==> src/rtl/bbfc_pkg.sv <==
// Package with the shared constants and opcodes of the frame cache eviction block.
package bbfc_pkg;

   // Default number of table slots.
   localparam int TABLE_ENTRIES_DEF = 32;

   // Most results that one request may produce.
   localparam int MAX_RESULTS = 32;

   // Field widths.
   localparam int KEY_W    = 32;
   localparam int SIZE_W   = 32;
   localparam int AGE_W    = 48;
   localparam int PRIO_W   = 16;
   localparam int TOTAL_W  = 37;
   localparam int BUDGET_W = 38;
   localparam int SLOT_W   = 5;
   localparam int USED_W   = 6;
   localparam int RES_W    = 6;

   // Configuration port.
   localparam int CSR_ADDR_W = 4;
   localparam int CSR_DATA_W = 64;
   localparam logic [CSR_ADDR_W-1:0] CSR_BUDGET_ADDR = 4'h0;
   localparam logic [BUDGET_W-1:0]   BUDGET_RESET    = 38'd1073741824;

   // Request opcodes.
   typedef enum logic [2:0] {
      OP_LOOKUP = 3'd0,
      OP_PROBE  = 3'd1,
      OP_INSERT = 3'd2,
      OP_BATCH  = 3'd3,
      OP_WANT   = 3'd4,
      OP_CLEAR  = 3'd5,
      OP_TRIM   = 3'd6,
      OP_SPARE  = 3'd7
   } opcode_type;

endpackage

==> src/rtl/byte_budget_frame_cache_eviction.sv <==
// Top level of the resident frame table with byte budget eviction.
// Each request takes one beat and then runs a sequencer that scans the table one slot per
// cycle: a key search over all TABLE_ENTRIES slots, an update step (ST_ACT, then ST_INSERT
// or ST_WANT where needed), and for every eviction a victim scan over all slots followed by
// ST_EVICT and ST_EMITEV, with each result beat held in the output register until it is
// taken. A new request is accepted only after the last beat of the one before is taken.
// The slot scan loop reads one table entry and does one key or rank compare per cycle.
// A request that leads to no eviction gives one reply beat; evictions follow it as further
// beats, and the last beat of a request is flagged. A full table on insert reports its
// evicted entry before the reply.
module byte_budget_frame_cache_eviction #(
   parameter int TABLE_ENTRIES = bbfc_pkg::TABLE_ENTRIES_DEF
) (
   input  logic                                clock,
   input  logic                                reset,
   // Request channel.
   input  logic                                req_valid,
   output logic                                req_ready,
   input  logic [2:0]                          req_opcode,
   input  logic [bbfc_pkg::KEY_W-1:0]          req_frame_key,
   input  logic [bbfc_pkg::SIZE_W-1:0]         req_frame_bytes,
   input  logic                                req_insert_wanted,
   input  logic [bbfc_pkg::PRIO_W-1:0]         req_priority_req,
   // Result channel.
   output logic                                rsp_valid,
   input  logic                                rsp_ready,
   output logic                                rsp_is_eviction,
   output logic                                rsp_hit,
   output logic [bbfc_pkg::SLOT_W-1:0]         rsp_slot,
   output logic [bbfc_pkg::KEY_W-1:0]          rsp_key_out,
   output logic [bbfc_pkg::TOTAL_W-1:0]        rsp_bytes_used,
   output logic [bbfc_pkg::USED_W-1:0]         rsp_entries_used,
   output logic                                rsp_last,
   // Configuration port.
   input  logic                                psel,
   input  logic                                penable,
   input  logic                                pwrite,
   input  logic [bbfc_pkg::CSR_ADDR_W-1:0]     paddr,
   input  logic [bbfc_pkg::CSR_DATA_W-1:0]     pwdata,
   output logic [bbfc_pkg::CSR_DATA_W-1:0]     prdata,
   output logic                                pready
);

   localparam int IDX_W = (TABLE_ENTRIES > 1) ? $clog2(TABLE_ENTRIES) : 1;
   localparam int CNT_W = $clog2(TABLE_ENTRIES + 1);
   localparam logic [IDX_W-1:0] IDX_LAST = IDX_W'(TABLE_ENTRIES - 1);
   localparam logic [CNT_W-1:0] CNT_FULL = CNT_W'(TABLE_ENTRIES);

   // Sequencer states.
   typedef enum logic [9:0] {
      ST_IDLE   = 10'b00_0000_0001,
      ST_FIND   = 10'b00_0000_0010,
      ST_ACT    = 10'b00_0000_0100,
      ST_VSCAN  = 10'b00_0000_1000,
      ST_EVICT  = 10'b00_0001_0000,
      ST_EMITEV = 10'b00_0010_0000,
      ST_INSERT = 10'b00_0100_0000,
      ST_WANT   = 10'b00_1000_0000,
      ST_REPLY  = 10'b01_0000_0000,
      ST_WAIT   = 10'b10_0000_0000
   } state_type;

   state_type state_ff, state_in, after_ff, after_in;

   // Table storage.
   logic [TABLE_ENTRIES-1:0]    valid_ff, valid_in;
   logic [TABLE_ENTRIES-1:0]    wanted_ff, wanted_in;
   logic [bbfc_pkg::KEY_W-1:0]  key_mem_ff  [TABLE_ENTRIES];
   logic [bbfc_pkg::SIZE_W-1:0] size_mem_ff [TABLE_ENTRIES];
   logic [bbfc_pkg::AGE_W-1:0]  age_mem_ff  [TABLE_ENTRIES];
   logic [bbfc_pkg::PRIO_W-1:0] prio_mem_ff [TABLE_ENTRIES];

   // Global state.
   logic [bbfc_pkg::AGE_W-1:0]    age_ctr_ff, age_ctr_in;
   logic [bbfc_pkg::TOTAL_W-1:0]  total_ff, total_in;
   logic [CNT_W-1:0]              count_ff, count_in;
   logic [bbfc_pkg::BUDGET_W-1:0] budget_ff, budget_in;

   // Latched request.
   bbfc_pkg::opcode_type        op_ff, op_in;
   logic [bbfc_pkg::KEY_W-1:0]  rkey_ff, rkey_in;
   logic [bbfc_pkg::SIZE_W-1:0] rbytes_ff, rbytes_in;
   logic                        rwant_ff, rwant_in;
   logic [bbfc_pkg::PRIO_W-1:0] rprio_ff, rprio_in;

   // Scan and sequencing state.
   logic [IDX_W-1:0]            idx_ff, idx_in;
   logic                        hit_ff, hit_in;
   logic [IDX_W-1:0]            hit_slot_ff, hit_slot_in;
   logic [IDX_W-1:0]            free_slot_ff, free_slot_in;
   logic                        free_found_ff, free_found_in;
   logic                        evloop_ff, evloop_in;
   logic                        full_evict_ff, full_evict_in;
   logic [bbfc_pkg::RES_W-1:0]  res_cnt_ff, res_cnt_in;
   logic                        reply_hit_ff, reply_hit_in;
   logic [IDX_W-1:0]            reply_slot_ff, reply_slot_in;

   // Best victim so far.
   logic                        bv_ff, bv_in;
   logic [IDX_W-1:0]            bidx_ff, bidx_in;
   logic                        bwant_ff, bwant_in;
   logic [bbfc_pkg::PRIO_W-1:0] bprio_ff, bprio_in;
   logic [bbfc_pkg::AGE_W-1:0]  bage_ff, bage_in;
   logic [bbfc_pkg::KEY_W-1:0]  bkey_ff, bkey_in;
   logic [bbfc_pkg::SIZE_W-1:0] bsize_ff, bsize_in;

   // Output register.
   logic                          ov_ff, ov_in;
   logic                          oev_ff, oev_in;
   logic                          ohit_ff, ohit_in;
   logic [bbfc_pkg::SLOT_W-1:0]   oslot_ff, oslot_in;
   logic [bbfc_pkg::KEY_W-1:0]    okey_ff, okey_in;
   logic [bbfc_pkg::TOTAL_W-1:0]  obytes_ff, obytes_in;
   logic [bbfc_pkg::USED_W-1:0]   oused_ff, oused_in;
   logic                          olast_ff, olast_in;

   // Entry read at the scan index.
   logic                        rd_valid, rd_wanted;
   logic [bbfc_pkg::KEY_W-1:0]  rd_key;
   logic [bbfc_pkg::SIZE_W-1:0] rd_size;
   logic [bbfc_pkg::AGE_W-1:0]  rd_age;
   logic [bbfc_pkg::PRIO_W-1:0] rd_prio;
   logic                        ahead;
   logic                        cont;
   logic                        keyed_op;
   logic [bbfc_pkg::AGE_W-1:0]  age_next;
   logic                        csr_wr;

   // Table write controls.
   logic                        age_we;
   logic [IDX_W-1:0]            age_wa;
   logic                        prio_we;
   logic [IDX_W-1:0]            prio_wa;
   logic [bbfc_pkg::PRIO_W-1:0] prio_wd;
   logic                        ins_we;

   assign rd_valid  = valid_ff[idx_ff];
   assign rd_wanted = wanted_ff[idx_ff];
   assign rd_key    = key_mem_ff[idx_ff];
   assign rd_size   = size_mem_ff[idx_ff];
   assign rd_age    = age_mem_ff[idx_ff];
   assign rd_prio   = prio_mem_ff[idx_ff];
   assign age_next  = age_ctr_ff + 1'b1;

   // Only lookup, probe, insert and want report a hit and its slot in the reply.
   assign keyed_op = op_ff inside {bbfc_pkg::OP_LOOKUP, bbfc_pkg::OP_PROBE,
                                   bbfc_pkg::OP_INSERT, bbfc_pkg::OP_WANT};

   // Rank compare of the scanned entry against the best victim so far.
   always_comb begin
      if (rd_wanted != bwant_ff) begin
         ahead = !rd_wanted;
      end else if (rd_wanted && (rd_prio != bprio_ff)) begin
         ahead = rd_prio > bprio_ff;
      end else begin
         ahead = rd_age < bage_ff;
      end
   end

   // Budget eviction goes on while over budget, more than one entry stays and beats remain.
   assign cont = ({1'b0, total_ff} > budget_ff) && (count_ff > CNT_W'(1)) &&
                 ((res_cnt_ff + 1'b1) < bbfc_pkg::RES_W'(bbfc_pkg::MAX_RESULTS));

   // Configuration port.
   assign pready = 1'b1;
   assign csr_wr = psel && penable && pwrite && (paddr == bbfc_pkg::CSR_BUDGET_ADDR);
   assign prdata = (paddr == bbfc_pkg::CSR_BUDGET_ADDR) ?
                   {{(bbfc_pkg::CSR_DATA_W-bbfc_pkg::BUDGET_W){1'b0}}, budget_ff} : '0;

   // Handshake outputs.
   assign req_ready        = (state_ff == ST_IDLE);
   assign rsp_valid        = ov_ff;
   assign rsp_is_eviction  = oev_ff;
   assign rsp_hit          = ohit_ff;
   assign rsp_slot         = oslot_ff;
   assign rsp_key_out      = okey_ff;
   assign rsp_bytes_used   = obytes_ff;
   assign rsp_entries_used = oused_ff;
   assign rsp_last         = olast_ff;

   // Sequencer.
   always_comb begin
      state_in      = state_ff;
      after_in      = after_ff;
      valid_in      = valid_ff;
      wanted_in     = wanted_ff;
      age_ctr_in    = age_ctr_ff;
      total_in      = total_ff;
      count_in      = count_ff;
      budget_in     = csr_wr ? pwdata[bbfc_pkg::BUDGET_W-1:0] : budget_ff;
      op_in         = op_ff;
      rkey_in       = rkey_ff;
      rbytes_in     = rbytes_ff;
      rwant_in      = rwant_ff;
      rprio_in      = rprio_ff;
      idx_in        = idx_ff;
      hit_in        = hit_ff;
      hit_slot_in   = hit_slot_ff;
      free_slot_in  = free_slot_ff;
      free_found_in = free_found_ff;
      evloop_in     = evloop_ff;
      full_evict_in = full_evict_ff;
      res_cnt_in    = res_cnt_ff;
      reply_hit_in  = reply_hit_ff;
      reply_slot_in = reply_slot_ff;
      bv_in         = bv_ff;
      bidx_in       = bidx_ff;
      bwant_in      = bwant_ff;
      bprio_in      = bprio_ff;
      bage_in       = bage_ff;
      bkey_in       = bkey_ff;
      bsize_in      = bsize_ff;
      ov_in         = ov_ff;
      oev_in        = oev_ff;
      ohit_in       = ohit_ff;
      oslot_in      = oslot_ff;
      okey_in       = okey_ff;
      obytes_in     = obytes_ff;
      oused_in      = oused_ff;
      olast_in      = olast_ff;
      age_we        = 1'b0;
      age_wa        = idx_ff;
      prio_we       = 1'b0;
      prio_wa       = idx_ff;
      prio_wd       = rprio_ff;
      ins_we        = 1'b0;

      case (state_ff)
         ST_IDLE: begin
            if (req_valid) begin
               op_in         = bbfc_pkg::opcode_type'(req_opcode);
               rkey_in       = req_frame_key;
               rbytes_in     = req_frame_bytes;
               rwant_in      = req_insert_wanted;
               rprio_in      = req_priority_req;
               idx_in        = '0;
               hit_in        = 1'b0;
               hit_slot_in   = '0;
               free_found_in = 1'b0;
               free_slot_in  = '0;
               evloop_in     = 1'b0;
               full_evict_in = 1'b0;
               res_cnt_in    = '0;
               reply_hit_in  = 1'b0;
               reply_slot_in = '0;
               state_in      = ST_FIND;
            end
         end

         // Key search and first free slot, one slot per cycle.
         ST_FIND: begin
            if (rd_valid && (rd_key == rkey_ff) && !hit_ff) begin
               hit_in      = 1'b1;
               hit_slot_in = idx_ff;
            end
            if (!rd_valid && !free_found_ff) begin
               free_found_in = 1'b1;
               free_slot_in  = idx_ff;
            end
            if (idx_ff == IDX_LAST) begin
               state_in = ST_ACT;
            end else begin
               idx_in = idx_ff + 1'b1;
            end
         end

         // Carry out the operation after the search.
         ST_ACT: begin
            reply_hit_in  = hit_ff && keyed_op;
            reply_slot_in = (hit_ff && keyed_op) ? hit_slot_ff : '0;
            state_in      = ST_REPLY;
            case (op_ff)
               bbfc_pkg::OP_LOOKUP: begin
                  if (hit_ff) begin
                     age_ctr_in = age_next;
                     age_we     = 1'b1;
                     age_wa     = hit_slot_ff;
                  end
               end
               bbfc_pkg::OP_INSERT: begin
                  if (!hit_ff) begin
                     evloop_in = 1'b1;
                     if (count_ff >= CNT_FULL) begin
                        full_evict_in = 1'b1;
                        idx_in        = '0;
                        bv_in         = 1'b0;
                        state_in      = ST_VSCAN;
                     end else begin
                        reply_slot_in = free_slot_ff;
                        state_in      = ST_INSERT;
                     end
                  end
               end
               bbfc_pkg::OP_BATCH: begin
                  wanted_in = '0;
               end
               bbfc_pkg::OP_WANT: begin
                  if (hit_ff) begin
                     idx_in   = hit_slot_ff;
                     state_in = ST_WANT;
                  end
               end
               bbfc_pkg::OP_CLEAR: begin
                  valid_in  = '0;
                  wanted_in = '0;
                  total_in  = '0;
                  count_in  = '0;
               end
               bbfc_pkg::OP_TRIM: begin
                  evloop_in = 1'b1;
               end
               default: begin
               end
            endcase
         end

         // Victim search, one slot per cycle.
         ST_VSCAN: begin
            if (rd_valid && (!bv_ff || ahead)) begin
               bv_in    = 1'b1;
               bidx_in  = idx_ff;
               bwant_in = rd_wanted;
               bprio_in = rd_prio;
               bage_in  = rd_age;
               bkey_in  = rd_key;
               bsize_in = rd_size;
            end
            if (idx_ff == IDX_LAST) begin
               state_in = ST_EVICT;
            end else begin
               idx_in = idx_ff + 1'b1;
            end
         end

         ST_EVICT: begin
            valid_in[bidx_ff]  = 1'b0;
            wanted_in[bidx_ff] = 1'b0;
            total_in = total_ff - {{(bbfc_pkg::TOTAL_W-bbfc_pkg::SIZE_W){1'b0}}, bsize_ff};
            count_in = count_ff - 1'b1;
            state_in = ST_EMITEV;
         end

         // Eviction beat.
         ST_EMITEV: begin
            ov_in      = 1'b1;
            oev_in     = 1'b1;
            ohit_in    = 1'b0;
            oslot_in   = bbfc_pkg::SLOT_W'(bidx_ff);
            okey_in    = bkey_ff;
            obytes_in  = total_ff;
            oused_in   = bbfc_pkg::USED_W'(count_ff);
            res_cnt_in = res_cnt_ff + 1'b1;
            state_in   = ST_WAIT;
            if (full_evict_ff) begin
               olast_in      = 1'b0;
               full_evict_in = 1'b0;
               reply_slot_in = bidx_ff;
               after_in      = ST_INSERT;
            end else begin
               olast_in = !cont;
               after_in = cont ? ST_VSCAN : ST_IDLE;
               idx_in   = '0;
               bv_in    = 1'b0;
            end
         end

         // Fill the chosen slot with the new frame.
         ST_INSERT: begin
            ins_we                 = 1'b1;
            age_ctr_in             = age_next;
            valid_in[reply_slot_ff]  = 1'b1;
            wanted_in[reply_slot_ff] = rwant_ff;
            total_in = total_ff + {{(bbfc_pkg::TOTAL_W-bbfc_pkg::SIZE_W){1'b0}}, rbytes_ff};
            count_in = count_ff + 1'b1;
            reply_hit_in = 1'b0;
            state_in     = ST_REPLY;
         end

         // Raise the wanted mark or its priority on a hit.
         ST_WANT: begin
            if (!rd_wanted || (rprio_ff < rd_prio)) begin
               wanted_in[idx_ff] = 1'b1;
               prio_we           = 1'b1;
               prio_wa           = idx_ff;
               prio_wd           = rprio_ff;
            end
            state_in = ST_REPLY;
         end

         // Reply beat.
         ST_REPLY: begin
            ov_in      = 1'b1;
            oev_in     = 1'b0;
            ohit_in    = reply_hit_ff;
            oslot_in   = bbfc_pkg::SLOT_W'(reply_slot_ff);
            okey_in    = rkey_ff;
            obytes_in  = total_ff;
            oused_in   = bbfc_pkg::USED_W'(count_ff);
            olast_in   = !(evloop_ff && cont);
            res_cnt_in = res_cnt_ff + 1'b1;
            after_in   = (evloop_ff && cont) ? ST_VSCAN : ST_IDLE;
            idx_in     = '0;
            bv_in      = 1'b0;
            state_in   = ST_WAIT;
         end

         // Hold the beat until it is taken.
         ST_WAIT: begin
            if (rsp_ready) begin
               ov_in    = 1'b0;
               state_in = after_ff;
            end
         end

         default: begin
            state_in = ST_IDLE;
         end
      endcase
   end

   // Control registers.
   always_ff @(posedge clock) begin
      if (reset) begin
         state_ff   <= ST_IDLE;
         after_ff   <= ST_IDLE;
         valid_ff   <= '0;
         wanted_ff  <= '0;
         age_ctr_ff <= '0;
         total_ff   <= '0;
         count_ff   <= '0;
         budget_ff  <= bbfc_pkg::BUDGET_RESET;
         ov_ff      <= 1'b0;
      end else begin
         state_ff   <= state_in;
         after_ff   <= after_in;
         valid_ff   <= valid_in;
         wanted_ff  <= wanted_in;
         age_ctr_ff <= age_ctr_in;
         total_ff   <= total_in;
         count_ff   <= count_in;
         budget_ff  <= budget_in;
         ov_ff      <= ov_in;
      end
   end

   // Payload and scan registers.
   always_ff @(posedge clock) begin
      op_ff         <= op_in;
      rkey_ff       <= rkey_in;
      rbytes_ff     <= rbytes_in;
      rwant_ff      <= rwant_in;
      rprio_ff      <= rprio_in;
      idx_ff        <= idx_in;
      hit_ff        <= hit_in;
      hit_slot_ff   <= hit_slot_in;
      free_slot_ff  <= free_slot_in;
      free_found_ff <= free_found_in;
      evloop_ff     <= evloop_in;
      full_evict_ff <= full_evict_in;
      res_cnt_ff    <= res_cnt_in;
      reply_hit_ff  <= reply_hit_in;
      reply_slot_ff <= reply_slot_in;
      bv_ff         <= bv_in;
      bidx_ff       <= bidx_in;
      bwant_ff      <= bwant_in;
      bprio_ff      <= bprio_in;
      bage_ff       <= bage_in;
      bkey_ff       <= bkey_in;
      bsize_ff      <= bsize_in;
      oev_ff        <= oev_in;
      ohit_ff       <= ohit_in;
      oslot_ff      <= oslot_in;
      okey_ff       <= okey_in;
      obytes_ff     <= obytes_in;
      oused_ff      <= oused_in;
      olast_ff      <= olast_in;
   end

   // Table entry storage.
   always_ff @(posedge clock) begin
      if (ins_we) begin
         key_mem_ff[reply_slot_ff]  <= rkey_ff;
         size_mem_ff[reply_slot_ff] <= rbytes_ff;
         age_mem_ff[reply_slot_ff]  <= age_next;
         prio_mem_ff[reply_slot_ff] <= rwant_ff ? rprio_ff : '0;
      end
      if (age_we) begin
         age_mem_ff[age_wa] <= age_next;
      end
      if (prio_we) begin
         prio_mem_ff[prio_wa] <= prio_wd;
      end
   end

endmodule
==> config.mk <==
export PLATFORM = sky130hd
export DESIGN_NAME = byte_budget_frame_cache_eviction
export DESIGN_NICKNAME = d
export VERILOG_FILES = /design/src/rtl/bbfc_pkg.sv /design/src/rtl/byte_budget_frame_cache_eviction.sv
export SDC_FILE = /design/constraint.sdc
export NUM_CORES = 2
export LEC_CHECK = 0
export BUFFER_PORTS_ARGS = -buffer_cell sky130_fd_sc_hd__buf_2
export CAP_MARGIN = 20
export CORE_AREA = 4 4 796 482
export DETAILED_ROUTE_END_ITERATION = 8
export DIE_AREA = 0 0 800 486
export RECOVER_POWER = 100
export SETUP_SLACK_MARGIN = 0.15
export SLEW_MARGIN = 25
export SYNTH_ARGS = -nofsm -noshare
export SYNTH_HDL_FRONTEND = slang
export SYNTH_SLANG_ARGS = --single-unit
==> constraint.sdc <==
create_clock -name clock -period 37.1 [get_ports clock]
set_clock_uncertainty 0.2 [all_clocks]
set_input_delay 5.565 -clock clock [delete_from_list [all_inputs] [get_ports clock]]
set_output_delay 5.565 -clock clock [all_outputs]
set_load 0.01 [all_outputs]
==> metrics.md <==
| Metric | Value |
|---|---|
| Status | finished, violations left |
| Failing checks | max-capacitance violations, max-slew violations |
| Number of global-route vias before repair | about 95k |
| Relative slew slack | -486% |
| Largest net degree at the start of global routing | roughly 130 |
| Avg WL per Cell | roughly 34 um |
| Unrepaired setup endpoints after global routing | no |
| Die Span Y | approximately 500 um |
| Critical path data arrival time | 22310 ps |
| Pint | between 0.009 and 0.01 W |
| Top fanout value on the critical path | about 90 |
| Initial antenna violation count | 34 |
| Clock power frac | 32.7% |
| Crit path capture type | flip-flop |
| GP Congestion | around 0.85 |
| Drt total wl | 516 mm |
| Pwr Density | approximately 67 nW/um2 |
| DR vias | 96.8k |
| CTS tree | yes |
| Crit path buffers/inverters | 7 |
| Fin crit period | around 22000 ps |
| Sum Neg Setup Slack | 0 ps |
| CTS Sinks | roughly 4.6k |
| Die area | 389000 um2 |
| Drt initial violations | around 13k |
| Slowest stage cell, crit path | clkbuf_1 |
| Slew Limit Fails | between 7k and 8k |
| Min-delay worst type | reg -> reg |
| Syn_area_per_cell | 19.9 um2 |
| Synth top area cells | edfxtp_1 (72%), mux4_2 (14%), dfxtp_1 (2.3%) |
| Initial Utilization | roughly 49% |
| CP Launch Type | flip-flop |
| Fmax | between 0.04 and 0.05 GHz |
| Antenna viol nets, final | 0 |
| CTS H-tree depth | 5 |
| Aggregate global-route resource usage | a little over a quarter |
| Final hold vios | 0 |
| Max clock buf depth | 4 |
| CTS buffer count | around 430 |
| Share of layout cells above drive strength 1 | 20.3% |
| Residual DRC count | 0 |
| Port bufs | around 260 |
| CTS resizes | 0 |
| Post-Layout Cell Count | around 15k |
| Most used cell, CP | clkbuf_1 |
| 1st-pass router iterations | 7 |
| Netlist Area Pre-Place | between 150000 and 200000 um2 |
| Worst VDD drop | around 0.000066 V |
| Rows | 175 |
| Synth area leader | edfxtp_1 |
| Number of synthesized flops with an enable pin | ~4.4k |
| First-pass GRT wire length | between 700 and 800 mm |
| Placed Cells | ~14k |
| P_sw | roughly 0.0038 W |
| #FFs+latches synth | between 4k and 5k |
| Reg clk slew, reported paths | 60 ps |
| Mapped Cells | around 9.2k |
| Max-cap violations | 231 |
| Total number of yosys warnings | 0 |
| Worst-Margin Slew | ~8800 ps |
| DP HPWL | between 200 and 300 mm |
| Main flop type after synthesis | edfxtp_1 |
| Top-area cell type share of the netlist area | between 70% and 80% |
| Clock Latency Late Sink | just under 1000 ps |
| Synth cell types | 92 |
| Via/cell ratio | 6.36 |
| Worst path cell trace | clkbuf_1, clkbuf_1, clkbuf_1, clkbuf_1, mux4_2, mux4_2, nand2_1, nand2_1, ha_1, a21oi_1, o21ai_0, o211ai_1, or3b_1, a31oi_4, buf_16, buf_4, buf_4 |
| Logic pwr share | a little under a quarter |
| Post CTS Setup Buffer Count | 0 |
| Grt ovf | 0 |
| Crit path required time | around 37000 ps |
| Setup violators final | 0 |
| Post-synthesis sequential area ratio | 74.7% |
| Die extent in x | about 800 um |
| CTS hold repair buffers | 0 |
| Area Overhead vs Synth | 11.6% |
| Hold_sp | budget_ff[33] |
| Core Area | roughly 380000 um2 |
| CTS Root Cell | clkbuf_16 |
| CP max stage delay | roughly 6000 ps |
| Crit share post-route | roughly 60% |
| Worst path top cell family by delay | buffers and inverters |
| Leak | approximately 65 nW |
| Post-synth ARST share | 0% |
| Setup CP Type | reg -> reg |
| Seq pwr share | between 40% and 50% |
| Top-level port count | 309 |
| Nets@finish | a little over 10k |
| Switching portion of total power | 27.8% |
-- worst paths after layout --
| path | end | slack (ps) | cells past startpoint |
|---|---|---|---|
| worst max register to register | bkey_ff[28] | 15150 | 17 |
| worst min-delay path | budget_ff[33] | 270 | 2 |
| worst min register to register | budget_ff[33] | 270 | 2 |
| worst max-delay path | bkey_ff[28] | 15150 | 17 |
-- logic make-up (layout without fill, tap and decap cells) --
family                     count (synthesis)  count (layout)  share of synthesized area (%)
DFF                                     4641            4641                           74.7
and+or+nand+nor                         1375            1375                           3.52
muxes                                   1311            1311                           15.0
AOI/OAI and AO/OA                        927             927                           3.26
buffers and inverters                    657            1557                           1.62
xor gates and xnor gates                 171             171                          0.815
adders and majority gates                164             164                           1.12
other                                      2              36                        0.00409
-- power by group through the flow --
stage,Sequential [W],Clock [W],Combinational [W]
final,0.00612,0.00448,0.00311
after global routing,0.00612,0.00477,0.00332
after CTS,0.00613,0.00454,0.00302
after detailed placement,0.00624,0,0.00301
after global placement,0.00624,0,0.00296
after floorplan,0.00621,0,0.00205
-- sequential cells by signal, summed over array words and instances, names as in the netlist, 10 cells and up, named ones only --
name            cells
age_mem_ff       1536
key_mem_ff       1024
size_mem_ff      1024
prio_mem_ff       512
age_ctr_ff         48
bage_ff            48
budget_ff          38
rsp_bytes_used     37
total_ff           37
bkey_ff            32
bsize_ff           32
rbytes_ff          32
rkey_ff            32
rsp_key_out        32
valid_ff           32
wanted_ff          32
bprio_ff           16
rprio_ff           16
state_ff           10
-- final cells by class --
cell class / count / area [um2]
multi-input cells: 3975 / 44000
well taps: 5044 / 6310
clock inverters: 248 / 2610
repair buffers: 604 / 2870
clock buffers: 538 / 11400
flip-flops and latches: 4641 / 137000
diodes: 9 / 22.5
inverters: 167 / 637
fillers: 28900 / 172000
-- routing by layer --
layer	wire length (um)	global-route usage (%)	up-vias
met5	43	0	-
met4	17900	8.17	6
met3	48700	4.45	887
met2	229000	38.6	5072
met1	220000	40.7	51800
li1	-	-	39000
-- synthesized netlist by cell type (57+ instances only) --
cell and count:
clkbuf_1 248, inv_1 163, o21ai_0 156, buf_1 68
a22oi_1 174, mux4_2 1118, a21o_1 70, nand4_1 82
nor2_1 370, mux2i_1 113, xor2_1 87, nand2_1 491
edfxtp_1 4429, buf_2 106, ha_1 163, a21oi_1 284
dfxtp_1 212, mux2_2 57, xnor2_1 84, nand3_1 82
and2_1 63
-- metrics by stage --
stage | worst slack, ps | hold WS [ps] | instance area (um2) | utilization [%] | power [W]
final | 15150 | 270 | 205000 | 54.4 | 0.0137
after global routing | 12270 | 295 | 205000 | 54.4 | 0.0142
after CTS | 24440 | 270 | 207000 | 55.0 | 0.0137
after detailed placement | 24440 | 260 | 193000 | 51.2 | 0.00925
after global placement | 24460 | 251 | 193000 | 51.1 | 0.00920
after floorplan | 24580 | 237 | 184000 | - | 0.00826
-- worst reg2reg max path, delay by kind of cell (launching register included) --
| family | cells | cell delay [ps] |
|---|---|---|
| flops | 1 | 1810 |
| mux | 2 | 1240 |
| fa+ha+maj | 1 | 380 |
| buf+inv | 7 | 15510 |
| simple gates | 3 | 880 |
| compound gates | 4 | 1460 |
-- placed cells by master (no fill, tap or decap), types with 25 or more instances in the layout --
cell type,count
a211oi_1,29
a21o_1,70
a21oi_1,286
a22oi_1,174
and2_0,28
and2_1,35
and3_1,25
buf_2,120
buf_4,68
bufinv_16,49
clkbuf_1,483
clkbuf_16,430
clkbuf_8,28
clkinv_1,84
clkinv_2,75
conb_1,27
dfxtp_1,208
edfxtp_1,4429
ha_1,163
inv_1,161
mux2_1,31
mux2_2,27
mux2i_1,113
mux4_2,1118
nand2_1,491
nand2b_1,30
nand3_1,82
nand4_1,82
nor2_1,333
nor2_4,28
nor2b_1,48
nor3_1,40
nor3b_1,31
o21ai_0,154
o32ai_1,27
xnor2_1,77
xor2_1,84
No activity file was read; power rests on OpenSTA's default activity.
